$ cat src/rtl/core/stap_pkg.sv
// Shared types and constants for the STUN/TURN attribute parser.
// Used by the parser, the word queue, the emitter and the top level.
`default_nettype none

package stap_pkg;

	localparam int MAX_TEXT_BYTES = 128;
	localparam int QDEPTH         = 4;
	localparam int QAW            = $clog2(QDEPTH);
	localparam int QCW            = $clog2(QDEPTH + 1);

	localparam logic [31:0] COOKIE = 32'h2112A442;

	localparam logic [16:0] HDR_LEN     = 17'd20;
	localparam logic [16:0] POS_LEN_HI  = 17'd2;
	localparam logic [16:0] POS_LEN_LO  = 17'd3;
	localparam logic [16:0] POS_HDR_END = 17'd19;
	localparam logic [16:0] POS_MAX     = 17'h1FFFF;

	localparam logic [2:0] PH_HEADER = 3'd0;
	localparam logic [2:0] PH_ATTR   = 3'd1;
	localparam logic [2:0] PH_VALUE  = 3'd2;
	localparam logic [2:0] PH_PAD    = 3'd3;
	localparam logic [2:0] PH_DONE   = 3'd4;

	localparam logic [1:0] ST_OK       = 2'd0;
	localparam logic [1:0] ST_SHORT    = 2'd1;
	localparam logic [1:0] ST_MISMATCH = 2'd2;
	localparam logic [1:0] ST_TRUNC    = 2'd3;

	localparam logic [1:0] KIND_REALM   = 2'd0;
	localparam logic [1:0] KIND_NONCE   = 2'd1;
	localparam logic [1:0] KIND_SUMMARY = 2'd2;

	localparam logic [15:0] AT_ERROR_CODE = 16'h0009;
	localparam logic [15:0] AT_LIFETIME   = 16'h000D;
	localparam logic [15:0] AT_REALM      = 16'h0014;
	localparam logic [15:0] AT_NONCE      = 16'h0015;
	localparam logic [15:0] AT_XOR_RELAY  = 16'h0016;

	localparam logic [14:0] MAX_ERROR_CODE = 15'd25755;

	typedef struct packed {
		logic        text_valid;
		logic [1:0]  text_kind;
		logic [7:0]  text_byte;
		logic        sum_valid;
		logic [1:0]  status;
		logic [14:0] code;
		logic [15:0] port;
		logic [31:0] addr;
		logic [31:0] life;
		logic [15:0] nlen;
	} stap_word_t;

	typedef struct packed {
		logic head_valid;
		logic full;
	} stap_qstat_t;

endpackage

`default_nettype wire

$ cat src/rtl/core/stun_attribute_parser.sv
// Top level of the STUN/TURN attribute parser.
// Instantiates stap_parse, stap_queue and stap_emit; uses stap_pkg.
//
// Takes one message byte per cycle while in_stall is low and gives at most
// one result word per cycle. The parser handles each byte in the cycle it is
// accepted; words that carry a REALM/NONCE byte or the packet summary enter a
// four-word queue, and the emitter loads them into its output register. A
// last byte that also carries text yields two results, the text byte first and
// then the summary. in_stall rises only while the queue is full, i.e. after
// out_stall has held results back. nonce_known is written through cfg_we.
`default_nettype none

module stun_attribute_parser import stap_pkg::*; (
	input  wire logic        clk,
	input  wire logic        arst_n,
	input  wire logic        cfg_we,
	input  wire logic        cfg_wdata,
	input  wire logic        in_valid,
	output logic             in_stall,
	input  wire logic [7:0]  data_byte,
	input  wire logic [16:0] packet_size,
	input  wire logic        last_byte,
	output logic             out_valid,
	input  wire logic        out_stall,
	output logic [1:0]       result_kind,
	output logic [7:0]       text_byte,
	output logic [1:0]       parse_status,
	output logic [14:0]      stun_error_code,
	output logic [15:0]      relayed_port,
	output logic [31:0]      relayed_address,
	output logic [31:0]      lifetime_seconds,
	output logic [15:0]      nonce_length,
	output logic             last_result
);

	logic        accept;
	logic        push;
	logic        pop;
	stap_word_t  push_word;
	stap_word_t  head_word;
	stap_qstat_t qstat;

	assign in_stall = qstat.full;
	assign accept   = in_valid && !in_stall;

	stap_parse u_parse (
		.clk         (clk),
		.arst_n      (arst_n),
		.cfg_we      (cfg_we),
		.cfg_wdata   (cfg_wdata),
		.accept      (accept),
		.data_byte   (data_byte),
		.packet_size (packet_size),
		.last_byte   (last_byte),
		.push        (push),
		.push_word   (push_word)
	);

	stap_queue u_queue (
		.clk       (clk),
		.arst_n    (arst_n),
		.push      (push),
		.push_word (push_word),
		.pop       (pop),
		.head_word (head_word),
		.qstat     (qstat)
	);

	stap_emit u_emit (
		.clk              (clk),
		.arst_n           (arst_n),
		.head_word        (head_word),
		.qstat            (qstat),
		.pop              (pop),
		.out_valid        (out_valid),
		.out_stall        (out_stall),
		.result_kind      (result_kind),
		.text_byte        (text_byte),
		.parse_status     (parse_status),
		.stun_error_code  (stun_error_code),
		.relayed_port     (relayed_port),
		.relayed_address  (relayed_address),
		.lifetime_seconds (lifetime_seconds),
		.nonce_length     (nonce_length),
		.last_result      (last_result)
	);

endmodule

`default_nettype wire

$ cat src/rtl/core/stap_parse.sv
// Front part: walks header and attributes one byte per accepted word.
// Produces one queue word per byte that yields text or a summary. Uses stap_pkg.
`default_nettype none

module stap_parse import stap_pkg::*; (
	input  wire logic        clk,
	input  wire logic        arst_n,
	input  wire logic        cfg_we,
	input  wire logic        cfg_wdata,
	input  wire logic        accept,
	input  wire logic [7:0]  data_byte,
	input  wire logic [16:0] packet_size,
	input  wire logic        last_byte,
	output logic             push,
	output stap_word_t       push_word
);

	logic        nonce_known_q;
	logic [16:0] pos_q, pos_n;
	logic [15:0] mlen_q, mlen_n;
	logic [2:0]  phase_q, phase_n;
	logic [15:0] atype_q, atype_n;
	logic [15:0] alen_q, alen_n;
	logic [16:0] aoff_q, aoff_n;
	logic [63:0] vwin_q, vwin_n;
	logic [31:0] life_q, life_n;
	logic [31:0] addr_q, addr_n;
	logic [14:0] code_q, code_n;
	logic [15:0] port_q, port_n;
	logic [15:0] nlen_q, nlen_n;
	logic        realm_held_q, realm_held_n;
	logic [1:0]  err_q, err_n;
	logic        apply_en;
	logic        realm_txt, nonce_txt, text_en;
	logic [1:0]  pad;
	logic [2:0]  lane;

	always_comb begin
		pos_n        = pos_q;
		mlen_n       = mlen_q;
		phase_n      = phase_q;
		atype_n      = atype_q;
		alen_n       = alen_q;
		aoff_n       = aoff_q;
		vwin_n       = vwin_q;
		life_n       = life_q;
		addr_n       = addr_q;
		code_n       = code_q;
		port_n       = port_q;
		nlen_n       = nlen_q;
		realm_held_n = realm_held_q;
		err_n        = err_q;
		apply_en     = 1'b0;
		text_en      = 1'b0;
		pad          = 2'd0;
		lane         = 3'd7 - aoff_q[2:0];
		realm_txt    = (atype_q == AT_REALM) && !realm_held_q;
		nonce_txt    = (atype_q == AT_NONCE) && !nonce_known_q;

		if (err_n == ST_OK && packet_size < HDR_LEN)
			err_n = ST_SHORT;

		if (err_n == ST_OK && pos_q < packet_size) begin
			case (phase_q)
				PH_HEADER: begin
					if (pos_q == POS_LEN_HI)
						mlen_n = {data_byte, 8'd0};
					if (pos_q == POS_LEN_LO) begin
						mlen_n = mlen_q | {8'd0, data_byte};
						if (packet_size != HDR_LEN + {1'b0, mlen_n})
							err_n = ST_MISMATCH;
					end
					if (pos_q == POS_HDR_END) begin
						phase_n = PH_ATTR;
						aoff_n  = 17'd0;
					end
				end
				PH_ATTR: begin
					case (aoff_q[1:0])
						2'd0: begin
							if ((packet_size - pos_q) < 17'd4) begin
								phase_n = PH_DONE;
							end else begin
								atype_n = {data_byte, 8'd0};
								aoff_n  = aoff_q + 17'd1;
							end
						end
						2'd1: begin
							atype_n = atype_q | {8'd0, data_byte};
							aoff_n  = aoff_q + 17'd1;
						end
						2'd2: begin
							alen_n = {data_byte, 8'd0};
							aoff_n = aoff_q + 17'd1;
						end
						default: begin
							alen_n = alen_q | {8'd0, data_byte};
							vwin_n = 64'd0;
							if ((packet_size - pos_q - 17'd1) < {1'b0, alen_n}) begin
								err_n   = ST_TRUNC;
								phase_n = PH_DONE;
							end else if (alen_n == 16'd0) begin
								apply_en = 1'b1;
							end else begin
								phase_n = PH_VALUE;
								aoff_n  = 17'd0;
							end
						end
					endcase
				end
				PH_VALUE: begin
					if (aoff_q < 17'd8)
						vwin_n[{lane, 3'b000} +: 8] = data_byte;
					text_en = (realm_txt || nonce_txt) && (aoff_q < 17'(MAX_TEXT_BYTES));
					aoff_n  = aoff_q + 17'd1;
					if (aoff_n >= {1'b0, alen_q})
						apply_en = 1'b1;
				end
				PH_PAD: begin
					if (aoff_q != 17'd0)
						aoff_n = aoff_q - 17'd1;
					if (aoff_n == 17'd0)
						phase_n = PH_ATTR;
				end
				default: begin
				end
			endcase
		end

		if (apply_en) begin
			case (atype_n)
				AT_ERROR_CODE: code_n = 15'({7'd0, vwin_n[47:40]} * 15'd100)
						+ {7'd0, vwin_n[39:32]};
				AT_XOR_RELAY: begin
					port_n = vwin_n[47:32] ^ COOKIE[31:16];
					addr_n = vwin_n[31:0] ^ COOKIE;
				end
				AT_LIFETIME: life_n = vwin_n[63:32];
				AT_REALM: begin
					if (!realm_held_q)
						realm_held_n = (vwin_n[63:56] != 8'd0);
				end
				AT_NONCE: begin
					if (!nonce_known_q)
						nlen_n = alen_n;
				end
				default: begin
				end
			endcase
			pad     = 2'd0 - alen_n[1:0];
			aoff_n  = {15'd0, pad};
			phase_n = (pad != 2'd0) ? PH_PAD : PH_ATTR;
		end

		if (pos_q != POS_MAX)
			pos_n = pos_q + 17'd1;

		if (last_byte && err_n == ST_OK && pos_q < POS_HDR_END)
			err_n = ST_SHORT;
	end

	always_comb begin
		push_word.text_valid = text_en;
		push_word.text_kind  = realm_txt ? KIND_REALM : KIND_NONCE;
		push_word.text_byte  = data_byte;
		push_word.sum_valid  = last_byte;
		push_word.status     = err_n;
		push_word.code       = code_n;
		push_word.port       = port_n;
		push_word.addr       = addr_n;
		push_word.life       = life_n;
		push_word.nlen       = nlen_n;
		push                 = accept && (text_en || last_byte);
	end

	always_ff @(posedge clk or negedge arst_n) begin
		if (!arst_n) begin
			nonce_known_q <= 1'b0;
		end else if (cfg_we) begin
			nonce_known_q <= cfg_wdata;
		end
	end

	always_ff @(posedge clk or negedge arst_n) begin
		if (!arst_n) begin
			pos_q        <= 17'd0;
			mlen_q       <= 16'd0;
			phase_q      <= PH_HEADER;
			atype_q      <= 16'd0;
			alen_q       <= 16'd0;
			aoff_q       <= 17'd0;
			vwin_q       <= 64'd0;
			life_q       <= 32'd0;
			addr_q       <= 32'd0;
			code_q       <= 15'd0;
			port_q       <= 16'd0;
			nlen_q       <= 16'd0;
			realm_held_q <= 1'b0;
			err_q        <= ST_OK;
		end else if (accept) begin
			realm_held_q <= realm_held_n;
			if (last_byte) begin
				pos_q   <= 17'd0;
				mlen_q  <= 16'd0;
				phase_q <= PH_HEADER;
				atype_q <= 16'd0;
				alen_q  <= 16'd0;
				aoff_q  <= 17'd0;
				vwin_q  <= 64'd0;
				life_q  <= 32'd0;
				addr_q  <= 32'd0;
				code_q  <= 15'd0;
				port_q  <= 16'd0;
				nlen_q  <= 16'd0;
				err_q   <= ST_OK;
			end else begin
				pos_q   <= pos_n;
				mlen_q  <= mlen_n;
				phase_q <= phase_n;
				atype_q <= atype_n;
				alen_q  <= alen_n;
				aoff_q  <= aoff_n;
				vwin_q  <= vwin_n;
				life_q  <= life_n;
				addr_q  <= addr_n;
				code_q  <= code_n;
				port_q  <= port_n;
				nlen_q  <= nlen_n;
				err_q   <= err_n;
			end
		end
	end

endmodule

`default_nettype wire

$ cat src/rtl/core/stap_queue.sv
// Short word queue between parser and emitter.
// Register storage, one write and one read place per cycle. Uses stap_pkg.
`default_nettype none

module stap_queue import stap_pkg::*; (
	input  wire logic       clk,
	input  wire logic       arst_n,
	input  wire logic       push,
	input  wire stap_word_t push_word,
	input  wire logic       pop,
	output stap_word_t      head_word,
	output stap_qstat_t     qstat
);

	stap_word_t           mem_q [QDEPTH];
	logic [QAW-1:0]       wr_q, rd_q;
	logic [QCW-1:0]       count_q;

	assign head_word       = mem_q[rd_q];
	assign qstat.head_valid = (count_q != '0);
	assign qstat.full       = (count_q == QCW'(QDEPTH));

	always_ff @(posedge clk) begin
		if (push)
			mem_q[wr_q] <= push_word;
	end

	always_ff @(posedge clk or negedge arst_n) begin
		if (!arst_n) begin
			wr_q    <= '0;
			rd_q    <= '0;
			count_q <= '0;
		end else begin
			if (push)
				wr_q <= wr_q + 1'b1;
			if (pop)
				rd_q <= rd_q + 1'b1;
			case ({push, pop})
				2'b10:   count_q <= count_q + 1'b1;
				2'b01:   count_q <= count_q - 1'b1;
				default: count_q <= count_q;
			endcase
		end
	end

endmodule

`default_nettype wire

$ cat src/rtl/core/stap_emit.sv
// Back part: turns queue words into result words in an output register.
// A word with text and summary leaves as two results. Uses stap_pkg.
`default_nettype none

module stap_emit import stap_pkg::*; (
	input  wire logic         clk,
	input  wire logic         arst_n,
	input  wire stap_word_t   head_word,
	input  wire stap_qstat_t  qstat,
	output logic              pop,
	output logic              out_valid,
	input  wire logic         out_stall,
	output logic [1:0]        result_kind,
	output logic [7:0]        text_byte,
	output logic [1:0]        parse_status,
	output logic [14:0]       stun_error_code,
	output logic [15:0]       relayed_port,
	output logic [31:0]       relayed_address,
	output logic [31:0]       lifetime_seconds,
	output logic [15:0]       nonce_length,
	output logic              last_result
);

	logic out_valid_q;
	logic text_sent_q;
	logic free, sel_text, load;

	assign free     = !out_valid_q || !out_stall;
	assign load     = free && qstat.head_valid;
	assign sel_text = head_word.text_valid && !text_sent_q;
	assign pop      = load && !(sel_text && head_word.sum_valid);
	assign out_valid = out_valid_q;

	always_ff @(posedge clk or negedge arst_n) begin
		if (!arst_n) begin
			out_valid_q <= 1'b0;
			text_sent_q <= 1'b0;
		end else if (free) begin
			out_valid_q <= qstat.head_valid;
			if (load)
				text_sent_q <= sel_text && head_word.sum_valid;
		end
	end

	always_ff @(posedge clk) begin
		if (load) begin
			if (sel_text) begin
				result_kind      <= head_word.text_kind;
				text_byte        <= head_word.text_byte;
				parse_status     <= ST_OK;
				stun_error_code  <= 15'd0;
				relayed_port     <= 16'd0;
				relayed_address  <= 32'd0;
				lifetime_seconds <= 32'd0;
				nonce_length     <= 16'd0;
				last_result      <= 1'b0;
			end else begin
				result_kind      <= KIND_SUMMARY;
				text_byte        <= 8'd0;
				parse_status     <= head_word.status;
				stun_error_code  <= head_word.code;
				relayed_port     <= head_word.port;
				relayed_address  <= head_word.addr;
				lifetime_seconds <= head_word.life;
				nonce_length     <= head_word.nlen;
				last_result      <= 1'b1;
			end
		end
	end

endmodule

`default_nettype wire

$ cat config.mk
export PLATFORM = sky130hd
export DESIGN_NAME = stun_attribute_parser
export DESIGN_NICKNAME = d
export VERILOG_FILES = /design/src/rtl/core/stap_pkg.sv /design/src/rtl/core/stun_attribute_parser.sv /design/src/rtl/core/stap_parse.sv /design/src/rtl/core/stap_queue.sv /design/src/rtl/core/stap_emit.sv
export SDC_FILE = /design/constraint.sdc
export NUM_CORES = 1
export LEC_CHECK = 0
export BUFFER_PORTS_ARGS = -buffer_cell sky130_fd_sc_hd__buf_2
export CAP_MARGIN = 20
export CORE_MARGIN = 8
export CORE_UTILIZATION = 45
export CTS_CLUSTER_DIAMETER = 100
export DETAILED_ROUTE_END_ITERATION = 8
export GPL_ROUTABILITY_DRIVEN = 0
export PLACE_DENSITY_LB_ADDON = 0.1
export SLEW_MARGIN = 30
export SYNTH_ARGS = -nofsm -noshare
export SYNTH_HDL_FRONTEND = slang
export SYNTH_SLANG_ARGS = --single-unit
$ cat constraint.sdc
create_clock -name clk -period 21.6 [get_ports clk]
set_input_delay 0 -clock clk [delete_from_list [all_inputs] [get_ports clk]]
set_output_delay 0 -clock clk [all_outputs]
set_load 0.01 [all_outputs]
After elaboration in Yosys (flattened, before gate mapping)
Memories as Yosys holds them, arrays and structs flattened.
Index checks and enable logic that the tools add are counted.
{"block": "totals", "reg_bits": 397, "latch_bits": 0, "ram_bits": 496, "romBits": 0, "in_bits": 32, "out_inout_bits": 126, "word_cells": 223, "n_memories": 1}
{"block": "op_classes", "add_sub_neg": 14, "multipliers": 1, "div": 0, "n_lt_le_gt_ge": 8, "n_eq_ne": 28, "shift": 2, "muxes": 84, "bitwise": 5, "n_reduce_logical": 51}
{"memory": "u_queue.mem_q", "depth": 4, "word_bits": 124, "read_ports": 1, "rd_ports_with_merged_regs": 0, "wr": 1, "line": "stap_queue.sv:15", "source": "stap_word_t mem_q [QDEPTH];"}
{"cell": "two-way mux 16 bit", "n": 19}
{"cell": "two-way mux 64 bit", "n": 4}
{"cell": "two-way mux 17 bit", "n": 12}
{"cell": "two-way mux 32 bit", "n": 6}
{"cell": "one-hot mux 64 bit (2 select lines)", "n": 1}
{"cell": "equality test 16 x 5 -> 1 bit (second input constant)", "n": 5}
{"cell": "one-hot mux 17 bit (4 select lines)", "n": 1}
{"cell": "bitwise mux 64 bit", "n": 1}
{"cell": "one-hot mux 16 bit (2 select lines)", "n": 2}
{"cell": "variable shift 8 x 8 -> 64 bit (first input constant)", "n": 1}
{"cell": "variable part select 8 x 8 -> 64 bit", "n": 1}
{"cell": "OR 16 x 8 -> 16 bit", "n": 3}
{"cell": "two-way mux 15 bit", "n": 3}
{"cell": "adder 17 x 1 -> 17 bit (second input constant)", "n": 2}
{"cell": "equality test 17 x 2 -> 1 bit (second input constant)", "n": 2}
{"cell": "< comparator 17 x 5 -> 1 bit (second input constant)", "n": 2}
{"cell": "one-hot mux 17 bit (2 select lines)", "n": 1}
{"cell": "subtractor 17 x 1 -> 17 bit (second input constant)", "n": 2}
{"cell": "equality test 16 x 4 -> 1 bit (second input constant)", "n": 2}
{"cell": "two-way mux 3 bit", "n": 8}
{"cell": "two-way mux 2 bit", "n": 9}
{"cell": "adder 5 x 16 -> 17 bit (first input constant)", "n": 1}
{"cell": "equality test 17 x 5 -> 1 bit (second input constant)", "n": 1}
{"cell": "greater-or-equal comparator 17 x 16 -> 1 bit", "n": 1}
{"cell": "54 further kinds", "n": 103}

Logic depth before layout (Yosys ltp)
Gate-level depths: netlist (run 1).
{"block": "logic_depth", "ltp_word": 12, "mapped_depth": 29, "ltp_nobuf": 27}

Cells and area by module
Synthesis (run 1) repeated with hierarchy kept, for this count alone.
{"block": "unflattened", "hier_cells": 2910, "hier_area_um2": 40521.4}
{"mod": "stap_queue", "instances": 1, "cells_per_inst": 686, "area_per_inst_um2": 18382.6, "seq_area_each_um2": 15189.6}
{"mod": "stap_parse", "instances": 1, "cells_per_inst": 1954, "area_per_inst_um2": 17421.7, "seq_area_each_um2": 6606.3}
{"mod": "stap_emit", "instances": 1, "cells_per_inst": 269, "area_per_inst_um2": 4703.3, "seq_area_each_um2": 3773.6}
{"mod": "stun_attribute_parser", "instances": 1, "cells_per_inst": 1, "area_per_inst_um2": 13.8, "seq_area_each_um2": 0.0}

Worst setup path before layout (run 1)
Ideal clock, no wire load.
{"block": "synth_timing", "path_kind": "register -> register", "from": "reg u_emit.out_valid_q (netlist: u_emit.out_valid)", "to": "reg u_queue.count_q[2]", "setup_ns": 0.079, "arrival_time_ns": 8.170, "required_time_ns": 21.521, "setup_slack_ns": 13.351, "path_stages_with_launch": 9, "n_path_buf": 0, "period_less_slack_ns": 8.249, "cell_sequence": "dfrtp_1 -> a21oi_1 -> a21boi_0 -> ha_1 -> inv_1 -> fa_1 -> xor2_1 -> nor2_1 -> xor2_1"}
{"block": "synth_via", "elab_chain_cells": 6, "elab_cells_between_ends": 8, "cone_classes": "eq/ne (2); mux (1); reduce/logical (5)"}
{"element": "start: declaration", "line": "stap_emit.sv:24", "source": "logic out_valid_q;"}
{"element": "start signal: assignment", "line": "stap_emit.sv:39", "source": "out_valid_q <= qstat.head_valid;"}
{"element": "logical NOT 1 bit *", "line": "stap_emit.sv:28", "source": "assign free = !out_valid_q || !out_stall;"}
{"element": "logical OR 1 bit *", "line": "stap_emit.sv:28"}
{"element": "logical AND 1 bit *", "line": "stap_emit.sv:29", "source": "assign load = free && qstat.head_valid;"}
{"element": "via u_emit.load", "line": "stap_emit.sv:26", "source": "logic free, sel_text, load;"}
{"element": "logical AND 1 bit *", "line": "stap_emit.sv:31", "source": "assign pop = load && !(sel_text && head_word.sum_valid);"}
{"element": "via pop", "line": "stun_attribute_parser.sv:38", "source": "logic pop;"}
{"element": "equality test 2 x 1 -> 1 bit or equality test 2 bit (tied branches)", "line": "stap_queue.sv:38", "source": "case ({push, pop})"}
{"element": "one-hot mux 3 bit (2 select lines) or nonzero test 2 bit (tied branches)"}
{"element": "end signal: assignment", "line": "stap_queue.sv:39", "source": "2'b10: count_q <= count_q + 1'b1;"}
{"element": "end signal: assignment", "line": "stap_queue.sv:40", "source": "2'b01: count_q <= count_q - 1'b1;"}
{"element": "end signal: assignment", "line": "stap_queue.sv:41", "source": "default: count_q <= count_q;"}
{"element": "end: declaration", "line": "stap_queue.sv:17", "source": "logic [QCW-1:0] count_q;"}
The timed path passes the listed nets; every way through them passes the cells marked *.
A chain may end at the register's enable or synchronous reset.

==> metrics, run 1 <==
run status completed; required time of the critical path 22.02 ns; area overhead of the layout relative to synthesis 13.2%; type of the most critical hold path in2reg; category of the worst setup path launch point flop; DR WL/cell 24.1 um; Warnings, synthesis 0; register-to-register setup slack 14.19 ns; wire length of the first global-routing pass 161 mm; Die H 317 um; Worst R2R Path Depth 26; DIE WIDTH 317 um; detailed router's first-iteration violation count 2402; vias in the first global route 26.2k; total CTS buffers 97; Worst IR Drop VDD 0.0781 mV; most instantiated flip-flop cell in the synthesis netlist sky130_fd_sc_hd__edfxtp_1; number of enable-type register cells in the synthesized netlist 620; Mapped Avg Cell Area 13.8 sq um; delay of the slowest cell on the worst path 0.53 ns; largest net degree at the start of global routing 128; maximum level of the CTS H-tree 3; area of the core region 90000 sq um; overall via count from detail_route 25.8k; count of buffers inserted at the top-level ports 157; worst reg2reg startpoint u_parse.pos_q[4]$_DFFE_PN0P_; number of fill cells in the layout 7631; arrival time reported for the critical path endpoint 7.83 ns; most used standard cell by instance count after synthesis sky130_fd_sc_hd__edfxtp_1; buffer cell driving the clock tree root sky130_fd_sc_hd__clkbuf_16; number of max-slew violations in the final report 0; flip-flop and latch count after synthesis 893; Min Clock Period, post-route 7.41 ns; final setup violation count 0; clk buf depth 3; most area-consuming cells after synthesis sky130_fd_sc_hd__edfxtp_1, sky130_fd_sc_hd__dfrtp_1, sky130_fd_sc_hd__mux4_2; number of violations of the max-capacitance limit 0; Critical Path Slowest Stage Cell sky130_fd_sc_hd__nor2_1; classification of the worst setup path reg2reg; Mapped Nets 3107; area share of the largest cell type after synthesis 45.6%; end of the worst hold path u_parse.err_q[0]$_DFFE_PN0P_; endpoint class of the critical path flop; per-cell via count in the routed design 5.91; list of most frequent post-synthesis cells sky130_fd_sc_hd__edfxtp_1, sky130_fd_sc_hd__dfrtp_1, sky130_fd_sc_hd__nand2_1; power density normalized to cell area 114 nW/um^2; Top Family by Delay on Critical Path compound AO/OA/AOI/OAI gates; post-synthesis async set-or-reset flop share 30.6%; highest layer used for signal routing met4; number of diodes 0; post-route ant nets 0; clock insertion delay at the later pin of the skew report 0.67 ns; unrepaired setup endpoints after global routing no; upper clock frequency limit 135 MHz; fraction of layout cells with a size suffix above 1 18.2%; Setup Total Neg Slack 0 ns; met2 WL post-DR 51.7 mm; number of buffers and inverters on the critical path 3; Slew HR 33.3%; final hold violations 0; cell area after synthesis 40800 sq um; drc violations 0; reg-to-reg critical path endpoint u_queue.mem_q[2][110]$_DFFE_PP_; total global routing overflow 0; transition at the pin with the smallest max-transition slack 0.994 ns; Clock Pin Slew Worst Setup and Hold Paths 0.07 ns; half-perimeter wire length of the detailed placement result 67.2 mm; instance count along the most critical hold path 5; period utilization 34.3%; GRT Overall Usage 20.8%; Layout Nets 3252; clock tree from TritonCTS done; Setup WS post-layout 14.19 ns; most area-hungry cell type in the Yosys netlist sky130_fd_sc_hd__edfxtp_1; wire length on met1 44.8 mm; io pins 158; worst slack at placement 14.36 ns; Die Area 101000 sq um; post-detailed-routing wire length 105 mm; unique cell type count in the Yosys netlist 86; number of cells produced by synthesis 2969; Met3 Wirelength 5.89 mm; fraction of the yosys area taken by sequential cells 62.3%; beginning of the worst hold path packet_size[4]; cell mode on critical path sky130_fd_sc_hd__ha_1; first-pass iteration count of the detailed router 5; clock sink count 893; count of standard-cell rows 110; Initial Util 45.4%; number of antenna violations at the first check in global routing 3; maximum fanout along the worst path 9; Leak Pwr 17.9 nW; setup skew after layout 0.0337 ns
==> layer usage <==
metal | track usage (%) | up-vias
li1 | - | 11700
met1 | 27.5 | 13200
met2 | 35.2 | 797
met3 | 3.26 | 172
met4 | 6.65 | 0
met5 | 0 | -
==> stage by stage <==
stage	power, mW	std cells	util (%)	hold WS [ns]	cell area, sq um
after floorplan	3.23	2969	-	-0.296	40800
after global placement	3.68	4175	47.6	0.122	42900
after detailed placement	3.71	4175	47.6	0.133	42900
after CTS	5.37	4370	51.3	0.0210	46200
after global routing	5.55	4372	51.4	0.0325	46200
final	5.29	4372	51.4	0.0616	46200
==> registers in the layout, indices dropped and copies added (netlist names), 16 cells and up <==
name,count
u_emit.lifetime_seconds,32
u_emit.nonce_length,16
u_emit.relayed_address,32
u_emit.relayed_port,16
u_parse.addr_q,32
u_parse.alen_q,16
u_parse.aoff_q,17
u_parse.atype_q,16
u_parse.life_q,32
u_parse.mlen_q,16
u_parse.nlen_q,16
u_parse.port_q,16
u_parse.pos_q,17
u_parse.vwin_q,64
u_queue.mem_q,496
==> worst max-delay path by stage <==
| stage | startpoint | to | cells after the start |
|---|---|---|---|
| final | u_parse.pos_q[4]$_DFFE_PN0P_ | u_queue.mem_q[2][110]$_DFFE_PP_ | 26 |
| after global routing | u_parse.pos_q[4]$_DFFE_PN0P_ | u_queue.mem_q[0][110]$_DFFE_PP_ | 26 |
| after CTS | u_parse.pos_q[4]$_DFFE_PN0P_ | u_queue.mem_q[2][110]$_DFFE_PP_ | 26 |
| after detailed placement | u_parse.pos_q[4]$_DFFE_PN0P_ | u_queue.mem_q[3][110]$_DFFE_PP_ | 26 |
| after global placement | u_parse.pos_q[3]$_DFFE_PN0P_ | u_queue.mem_q[0][110]$_DFFE_PP_ | 26 |
| after floorplan | u_emit.out_valid$_DFFE_PN0P_ | u_queue.count_q[2]$_DFFE_PN0P_ | 8 |
==> final cells by class <==
type,instances,area (sq um),area share (%)
Sequential cell,893,25500,55.1
Multi-Input combinational cell,1801,14400,31.1
Clock buffer,143,2750,5.95
Tap cell,1176,1470,3.18
Timing Repair Buffer,225,1380,2.99
Clock inverter,38,415,0.898
Inverter,96,360,0.779
==> kinds of logic (layout without fill, tap and decap cells) <==
logic type / after synthesis / after routing / share of synthesized area, %
fa+ha+maj: 106 / 106 / 3.36
mux: 194 / 194 / 8.69
simple gates: 804 / 804 / 10.2
flops: 893 / 893 / 62.3
buf+inv: 275 / 502 / 2.63
xor+xnor: 96 / 96 / 2.06
compound gates: 601 / 601 / 10.8
==> timing repair <==
item | CTS | global route
setup endpoints to repair | 0 | 0
hold buffers | 14 | 1
setup buffers | 0 | 0
gates resized for setup | 0 | 0
endpoints found under the hold margin | 175 | 35
==> worst register-to-register path: stages (launching register included) <==
cell	delay, ns
sky130_fd_sc_hd__dfrtp_1	0.46
sky130_fd_sc_hd__inv_1	0.09
sky130_fd_sc_hd__ha_1	0.37
sky130_fd_sc_hd__and3_1	0.22
sky130_fd_sc_hd__o21ai_1	0.13
sky130_fd_sc_hd__a21boi_2	0.25
sky130_fd_sc_hd__o211ai_1	0.26
sky130_fd_sc_hd__a21o_1	0.37
sky130_fd_sc_hd__or2_1	0.33
sky130_fd_sc_hd__nor2_1	0.53
sky130_fd_sc_hd__o22ai_1	0.39
sky130_fd_sc_hd__a22o_1	0.46
sky130_fd_sc_hd__ha_1	0.34
sky130_fd_sc_hd__ha_1	0.29
sky130_fd_sc_hd__inv_1	0.05
sky130_fd_sc_hd__fa_1	0.50
sky130_fd_sc_hd__inv_1	0.04
sky130_fd_sc_hd__ha_1	0.33
sky130_fd_sc_hd__a21o_1	0.19
sky130_fd_sc_hd__a21oi_1	0.21
sky130_fd_sc_hd__o21bai_1	0.09
sky130_fd_sc_hd__a21oi_1	0.22
sky130_fd_sc_hd__xnor2_1	0.19
sky130_fd_sc_hd__nand3_1	0.13
sky130_fd_sc_hd__nor3b_1	0.24
sky130_fd_sc_hd__xnor2_1	0.13
sky130_fd_sc_hd__o21ai_0	0.34
==> cell usage in the layout (no fill, tap or decap), drive strengths merged, types with 36 or more instances in the layout <==
cell,netlist,layout
nand2,186,186
buf,43,210
nor2,143,143
inv,96,102
o21ai,123,123
a22oi,50,50
ha,100,100
nand3,57,57
a22o,102,102
and3,42,42
edfxtp,620,620
xnor2,71,71
a21oi,82,82
clkbuf,136,143
nor3,74,74
mux2,46,46
dfrtp,273,273
mux4,124,124
a21o,36,36
nor2b,133,133
==> power breakdown <==
part	leakage (nW)	switching [mW]	total [mW]	internal, mW
sequential	9.60	0.109	2.30	2.19
clock	1.56	0.673	1.64	0.969
combinational	6.71	0.806	1.34	0.539
(Power assumes the default switching activity.)
==> run 2, diff against run 1 <==
==> constraint.sdc (replaced) <==
create_clock -name clk -period 6.7 [get_ports clk]
set_input_delay 0 -clock clk [delete_from_list [all_inputs] [get_ports clk]]
set_output_delay 0 -clock clk [all_outputs]
set_load 0.01 [all_outputs]
==> metrics, run 2 (synthesis gave the netlist of run 1 again) <==
fraction of the core area covered by cells at the end of the flow 51.6%; fraction of layout cells with a size suffix above 1 18.8%; vias in the first global route 26.7k; most common cell after layout, fill and taps aside sky130_fd_sc_hd__edfxtp_1; overall via count from detail_route 25.9k; delay of the slowest cell on the worst path 0.48 ns; transition at the pin with the smallest max-transition slack 1.01 ns; period utilization 94.7%; DR WL/cell 24.1 um; Leak Pwr 17.9 nW; required time of the critical path 7.11 ns; area of the core region 90000 sq um; Die Area 101000 sq um; buffer cell driving the clock tree root sky130_fd_sc_hd__clkbuf_16; maximum fanout along the worst path 30; number of fill cells in the layout 7643; upper clock frequency limit 158 MHz; area taken by multi-input logic gates 14400 sq um; DIE WIDTH 317 um; clk buf depth 3; Min Clock Period, post-route 6.35 ns; count of standard-cell rows 110; wire length of the first global-routing pass 162 mm; Critical Path Slowest Stage Cell sky130_fd_sc_hd__or3_1; largest net degree at the start of global routing 168; clock insertion delay at the later pin of the skew report 0.66 ns; Slew HR 32.2%; half-perimeter wire length of the detailed placement result 67.1 mm; detailed router's first-iteration violation count 2509; total global routing overflow 0; area overhead of the layout relative to synthesis 13.7%; arrival time reported for the critical path endpoint 6.75 ns; register with the most flip-flops u_queue.mem_q; Sequential cell area 25500 sq um; critical-path cell list ha_1 -> fa_1 -> nand2b_1 -> a21boi_1 -> or4b_1 -> o311a_1 -> nand2_1 -> or3_1 -> nor4_1 -> xnor2_1 -> ha_1 -> and3_1 -> o2111ai_1 -> a211oi_1 -> nor2_1 -> nand3b_1 -> a211oi_1 -> mux2_2 -> nor2_1 -> buf_4 -> and4_4 -> buf_12 -> mux2i_1; GRT Overall Usage 21.0%; io pins 158; total CTS buffers 97; first-pass iteration count of the detailed router 6; type of the most critical hold path in2reg; per-cell via count in the routed design 5.88; run status completed; post-detailed-placement cell area 43200 sq um; number of antenna violations at the first check in global routing 1; endpoint class of the critical path flop; Die H 317 um; commonest cells after routing, fill and taps aside sky130_fd_sc_hd__edfxtp_1, sky130_fd_sc_hd__dfrtp_1, sky130_fd_sc_hd__nand2_1; number of violations of the max-capacitance limit 0; count of buffers inserted at the top-level ports 157; Worst R2R Path Depth 23; Worst IR Drop VDD 0.248 mV; setup skew after layout 0.0237 ns; Layout Nets 3282; drc violations 0; design area 46500 sq um; Initial Util 45.4%; final setup violation count 0; number of flip-flops under the largest register name 496; clock sink count 893; number of diodes 0; classification of the worst setup path reg2reg; post-route ant nets 0; category of the worst setup path launch point flop; number of max-slew violations in the final report 0; Clock Pin Slew Worst Setup and Hold Paths 0.06 ns; post-detailed-routing wire length 106 mm; registers with the highest flip-flop counts u_queue.mem_q (496), u_parse.vwin_q (64); final hold violations 0; clock tree from TritonCTS done; instance count along the most critical hold path 5; maximum level of the CTS H-tree 3; power density normalized to cell area 363 nW/um^2
## run 2: changes by cell type in the layout (fill, tap and decap cells not counted), sizes merged
| cell | change |
|---|---|
| buf | +29 |
| clkbuf | -9 |
| clkinvlp | +7 |
| clkinv | +5 |
| bufinv | -4 |
| and4 | +1 |
| inv | -1 |
## run 2: worst paths after layout
path	from	endpoint	slack [ns]
max in group asynchronous	arst_n	u_queue.rd_q[1]$_DFFE_PN0P_	4.74
min in group asynchronous	arst_n	u_parse.life_q[29]$_DFFE_PN0P_	0.33
setup / recovery	u_parse.pos_q[0]$_DFFE_PN0P_	u_queue.mem_q[1][37]$_DFFE_PP_	0.35
hold reg to reg	u_parse.realm_held_q$_DFFE_PN0P_	u_parse.realm_held_q$_DFFE_PN0P_	0.47
setup reg to reg	u_parse.pos_q[0]$_DFFE_PN0P_	u_queue.mem_q[1][37]$_DFFE_PP_	0.35
hold / removal	packet_size[16]	u_parse.err_q[1]$_DFFE_PN0P_	0.13
## run 2: cell type report
class                      count  share of cell area (%)
tap                         1176                    3.17
timing repair buffer         254                    3.73
inverter                      96                   0.776
clock buffer                 134                    5.70
sequential                   893                    54.8
clock inverter                45                   0.768
multi-input combinational   1802                    31.1
## run 2: report_power, final
part           internal [mW]  switching, mW
clock                   2.89           2.18
combinational           1.77           2.58
sequential              7.06          0.376
total                   11.7           5.14
## run 2: critical path, delay by kind of cell, from the launching register on
kind | cells | cell delay (ns)
xor gates and xnor gates | 1 | 0.14
DFF | 1 | 0.43
muxes | 2 | 0.73
buffers and inverters | 2 | 0.46
AOI/OAI and AO/OA | 5 | 1.01
and+or+nand+nor | 10 | 2.34
adders and majority gates | 3 | 0.92
## run 2: timing repair
| item | CTS | global route |
|---|---|---|
| gates resized for setup | 0 | 6 |
| buffers inserted | 0 | 2 |
| hold endpoints to repair | 201 | 29 |
| endpoints found under the setup margin | 0 | 18 |
| hold buffers | 14 | 1 |
## run 2: metal layers
metal | up-vias | wire length, um | GRT usage, %
met5 | - | 0 | 0
met4 | 0 | 3080 | 7.13
met3 | 176 | 5450 | 2.90
met2 | 748 | 52800 | 35.9
met1 | 13200 | 44800 | 27.6
li1 | 11700 | - | -
## run 2: through the flow
step	instances	power [mW]	TNS [ns]	hold slack, ns	setup WS, ns
after floorplan	2969	10.4	0	-0.296	0.412
after global placement	4200	11.9	0	0.149	0.366
after detailed placement	4200	12.0	0	0.150	0.171
after CTS	4393	17.1	0	0.0327	0.125
after global routing	4400	17.7	-0.0835	0.139	-0.0232
final	4400	16.9	0	0.129	0.355
==> run 3, diff against run 2 <==
--- a/config.mk
+++ b/config.mk
@@ -7,6 +7,8 @@
 export LEC_CHECK = 0
 export BUFFER_PORTS_ARGS = -buffer_cell sky130_fd_sc_hd__buf_2
 export CAP_MARGIN = 20
+export CELL_PAD_IN_SITES_DETAIL_PLACEMENT = 0
+export CELL_PAD_IN_SITES_GLOBAL_PLACEMENT = 1
 export CORE_MARGIN = 8
 export CORE_UTILIZATION = 45
 export CTS_CLUSTER_DIAMETER = 100
==> metrics, run 3 (synthesis gave the netlist of run 1 again) <==
run status completed; post-route ant nets 0; total global routing overflow 0; vias in the first global route 26.3k; post-detailed-placement cell area 43200 sq um; worst slack at placement -0.0275 ns; final hold violations 0; endpoint class of the critical path flop; final setup violation count 0; count of buffers inserted at the top-level ports 157; sequential share of power 42.8%; register with the most flip-flops u_queue.mem_q; DR WL/cell 24.3 um; maximum fanout along the worst path 7; Initial Util 45.4%; type of the most critical hold path in2reg; clock tree from TritonCTS done; Slew HR 29.3%; switch share 29.9%; switching component of the power 5.19 mW; instance count along the most critical hold path 3; hold slack final 0.0882 ns; setup skew after layout 0.0273 ns; Setup WS post-layout 0.354 ns; combinational fraction of design power 25.2%; buffer cell driving the clock tree root sky130_fd_sc_hd__clkbuf_16; period utilization 94.7%; number of max-slew violations in the final report 0; worst reg2reg startpoint u_parse.pos_q[3]$_DFFE_PN0P_; Leak Pwr 18.1 nW; Worst IR Drop VDD 0.319 mV; GRT Overall Usage 21.2%; Min Clock Period, post-route 6.35 ns; count of standard-cell rows 110; io pins 158; Layout Nets 3276; commonest cells after routing, fill and taps aside sky130_fd_sc_hd__edfxtp_1, sky130_fd_sc_hd__dfrtp_1, sky130_fd_sc_hd__nand2_1; arrival time reported for the critical path endpoint 6.88 ns; Worst R2R Path Depth 27; area overhead of the layout relative to synthesis 14.7%; DIE WIDTH 317 um; transition at the pin with the smallest max-transition slack 1.05 ns; filler-free cell count of the finished design 4398; fraction of the core area covered by cells at the end of the flow 52.1%; power density normalized to cell area 371 nW/um^2; reg-to-reg critical path endpoint u_parse.code_q[14]$_DFFE_PN0P_; required time of the critical path 7.23 ns; registers with the highest flip-flop counts u_queue.mem_q (496), u_parse.vwin_q (64); clock network fraction of design power 32.0%; detailed router's first-iteration violation count 1986; Die Area 101000 sq um; number of violations of the max-capacitance limit 0; first-pass iteration count of the detailed router 8; Power, Total 17.4 mW; drc violations 0; maximum level of the CTS H-tree 3; largest net degree at the start of global routing 134; Clock Pin Slew Worst Setup and Hold Paths 0.06 ns; category of the worst setup path launch point flop; classification of the worst setup path reg2reg; wire length of the first global-routing pass 164 mm; number of diodes 0; register-to-register setup slack 0.35 ns; Setup Total Neg Slack 0 ns; number of antenna violations at the first check in global routing 2; clock sink count 893; clk buf depth 3; upper clock frequency limit 158 MHz; end of the worst hold path u_parse.pos_q[0]$_DFFE_PN0P_; most common cell after layout, fill and taps aside sky130_fd_sc_hd__edfxtp_1; P_int 12.2 mW; dpl cells 4199; per-cell via count in the routed design 5.87; clock insertion delay at the later pin of the skew report 0.67 ns; design area 46900 sq um; number of flip-flops under the largest register name 496; Die H 317 um; beginning of the worst hold path last_byte; half-perimeter wire length of the detailed placement result 69.8 mm; post-detailed-routing wire length 107 mm; total CTS buffers 97; fraction of layout cells with a size suffix above 1 19.7%; area of the core region 90000 sq um; overall via count from detail_route 25.8k
[run 3: changes by cell type in the layout (fill, tap and decap cells not counted), moves of 3 or more]
cell / change
sky130_fd_sc_hd__buf_12: +5
sky130_fd_sc_hd__buf_4: -8
sky130_fd_sc_hd__bufinv_16: +9
sky130_fd_sc_hd__clkbuf_1: -10
sky130_fd_sc_hd__clkbuf_8: +8
sky130_fd_sc_hd__clkinv_2: +3
sky130_fd_sc_hd__clkinvlp_4: -6
sky130_fd_sc_hd__mux2i_1: -8
sky130_fd_sc_hd__mux2i_2: +8
[run 3: routing by layer]
metal  track usage [%]  vias to the layer above  part of all wire (%)
li1                  -                    11700                     -
met1              28.5                    13300                    44
met2              36.4                      616                    50
met3              2.55                      166                   4.3
met4              5.98                        0                   2.4
met5                 0                        -                     0
[run 3: repair_timing]
| action | CTS | global route |
|---|---|---|
| hold endpoints to repair | 128 | 0 |
| resized for setup | 1 | 22 |
| buffers inserted | 0 | 1 |
| endpoints found under the setup margin | 4 | 98 |
| pin swaps | 0 | 3 |
| hold buffers | 15 | 0 |
[run 3: cell type report]
cell class,count,area [sq um]
clock buffer,133,2750
multi-input combinational,1801,14500
clock inverter,50,594
fill,7658,43200
tap,1176,1470
inverter,96,360
sequential,893,25500
timing repair buffer,249,1720
[run 3: worst max-delay path, cell delays in order, from the launching register on]
cell	delay [ns]
sky130_fd_sc_hd__dfrtp_1	0.40
sky130_fd_sc_hd__inv_1	0.11
sky130_fd_sc_hd__ha_2	0.41
sky130_fd_sc_hd__and3_1	0.21
sky130_fd_sc_hd__o21ai_1	0.14
sky130_fd_sc_hd__a21boi_2	0.27
sky130_fd_sc_hd__o211ai_1	0.23
sky130_fd_sc_hd__a21o_1	0.28
sky130_fd_sc_hd__or2_4	0.30
sky130_fd_sc_hd__nor2_4	0.16
sky130_fd_sc_hd__o22ai_4	0.11
sky130_fd_sc_hd__a22o_1	0.31
sky130_fd_sc_hd__ha_1	0.29
sky130_fd_sc_hd__ha_1	0.29
sky130_fd_sc_hd__inv_1	0.06
sky130_fd_sc_hd__fa_1	0.51
sky130_fd_sc_hd__inv_1	0.04
sky130_fd_sc_hd__ha_1	0.32
sky130_fd_sc_hd__a21o_1	0.19
sky130_fd_sc_hd__a21oi_1	0.23
sky130_fd_sc_hd__o21bai_1	0.09
sky130_fd_sc_hd__a21oi_1	0.22
sky130_fd_sc_hd__xnor2_1	0.19
sky130_fd_sc_hd__nand3_1	0.15
sky130_fd_sc_hd__nor3b_2	0.20
sky130_fd_sc_hd__xnor2_1	0.18
sky130_fd_sc_hd__nor3_1	0.09
sky130_fd_sc_hd__a211o_1	0.23
[run 3: power groups by stage]
stage	Combinational (mW)	Sequential (mW)	Clock [mW]
finish	4.38	7.45	5.55
global route	4.79	7.54	5.89
CTS	4.47	7.46	5.69
detailed placement	4.45	7.56	0
global placement	4.41	7.53	0
floorplan	2.74	7.66	0
[run 3: worst max path at each step]
stage                                       startpoint                              end  slack [ns]  cells after the start
final                     u_parse.pos_q[3]$_DFFE_PN0P_   u_parse.code_q[14]$_DFFE_PN0P_        0.35                     27
after global routing      u_parse.pos_q[3]$_DFFE_PN0P_   u_parse.code_q[14]$_DFFE_PN0P_      -0.009                     27
after CTS                 u_parse.pos_q[3]$_DFFE_PN0P_  u_queue.mem_q[2][110]$_DFFE_PP_        0.02                     26
after detailed placement  u_parse.pos_q[6]$_DFFE_PN0P_  u_queue.mem_q[0][110]$_DFFE_PP_       -0.03                     26
after global placement    u_parse.pos_q[6]$_DFFE_PN0P_  u_queue.mem_q[0][110]$_DFFE_PP_        0.26                     26
after floorplan           u_parse.pos_q[3]$_DFFE_PN0P_  u_queue.mem_q[0][110]$_DFFE_PP_        0.41                     27
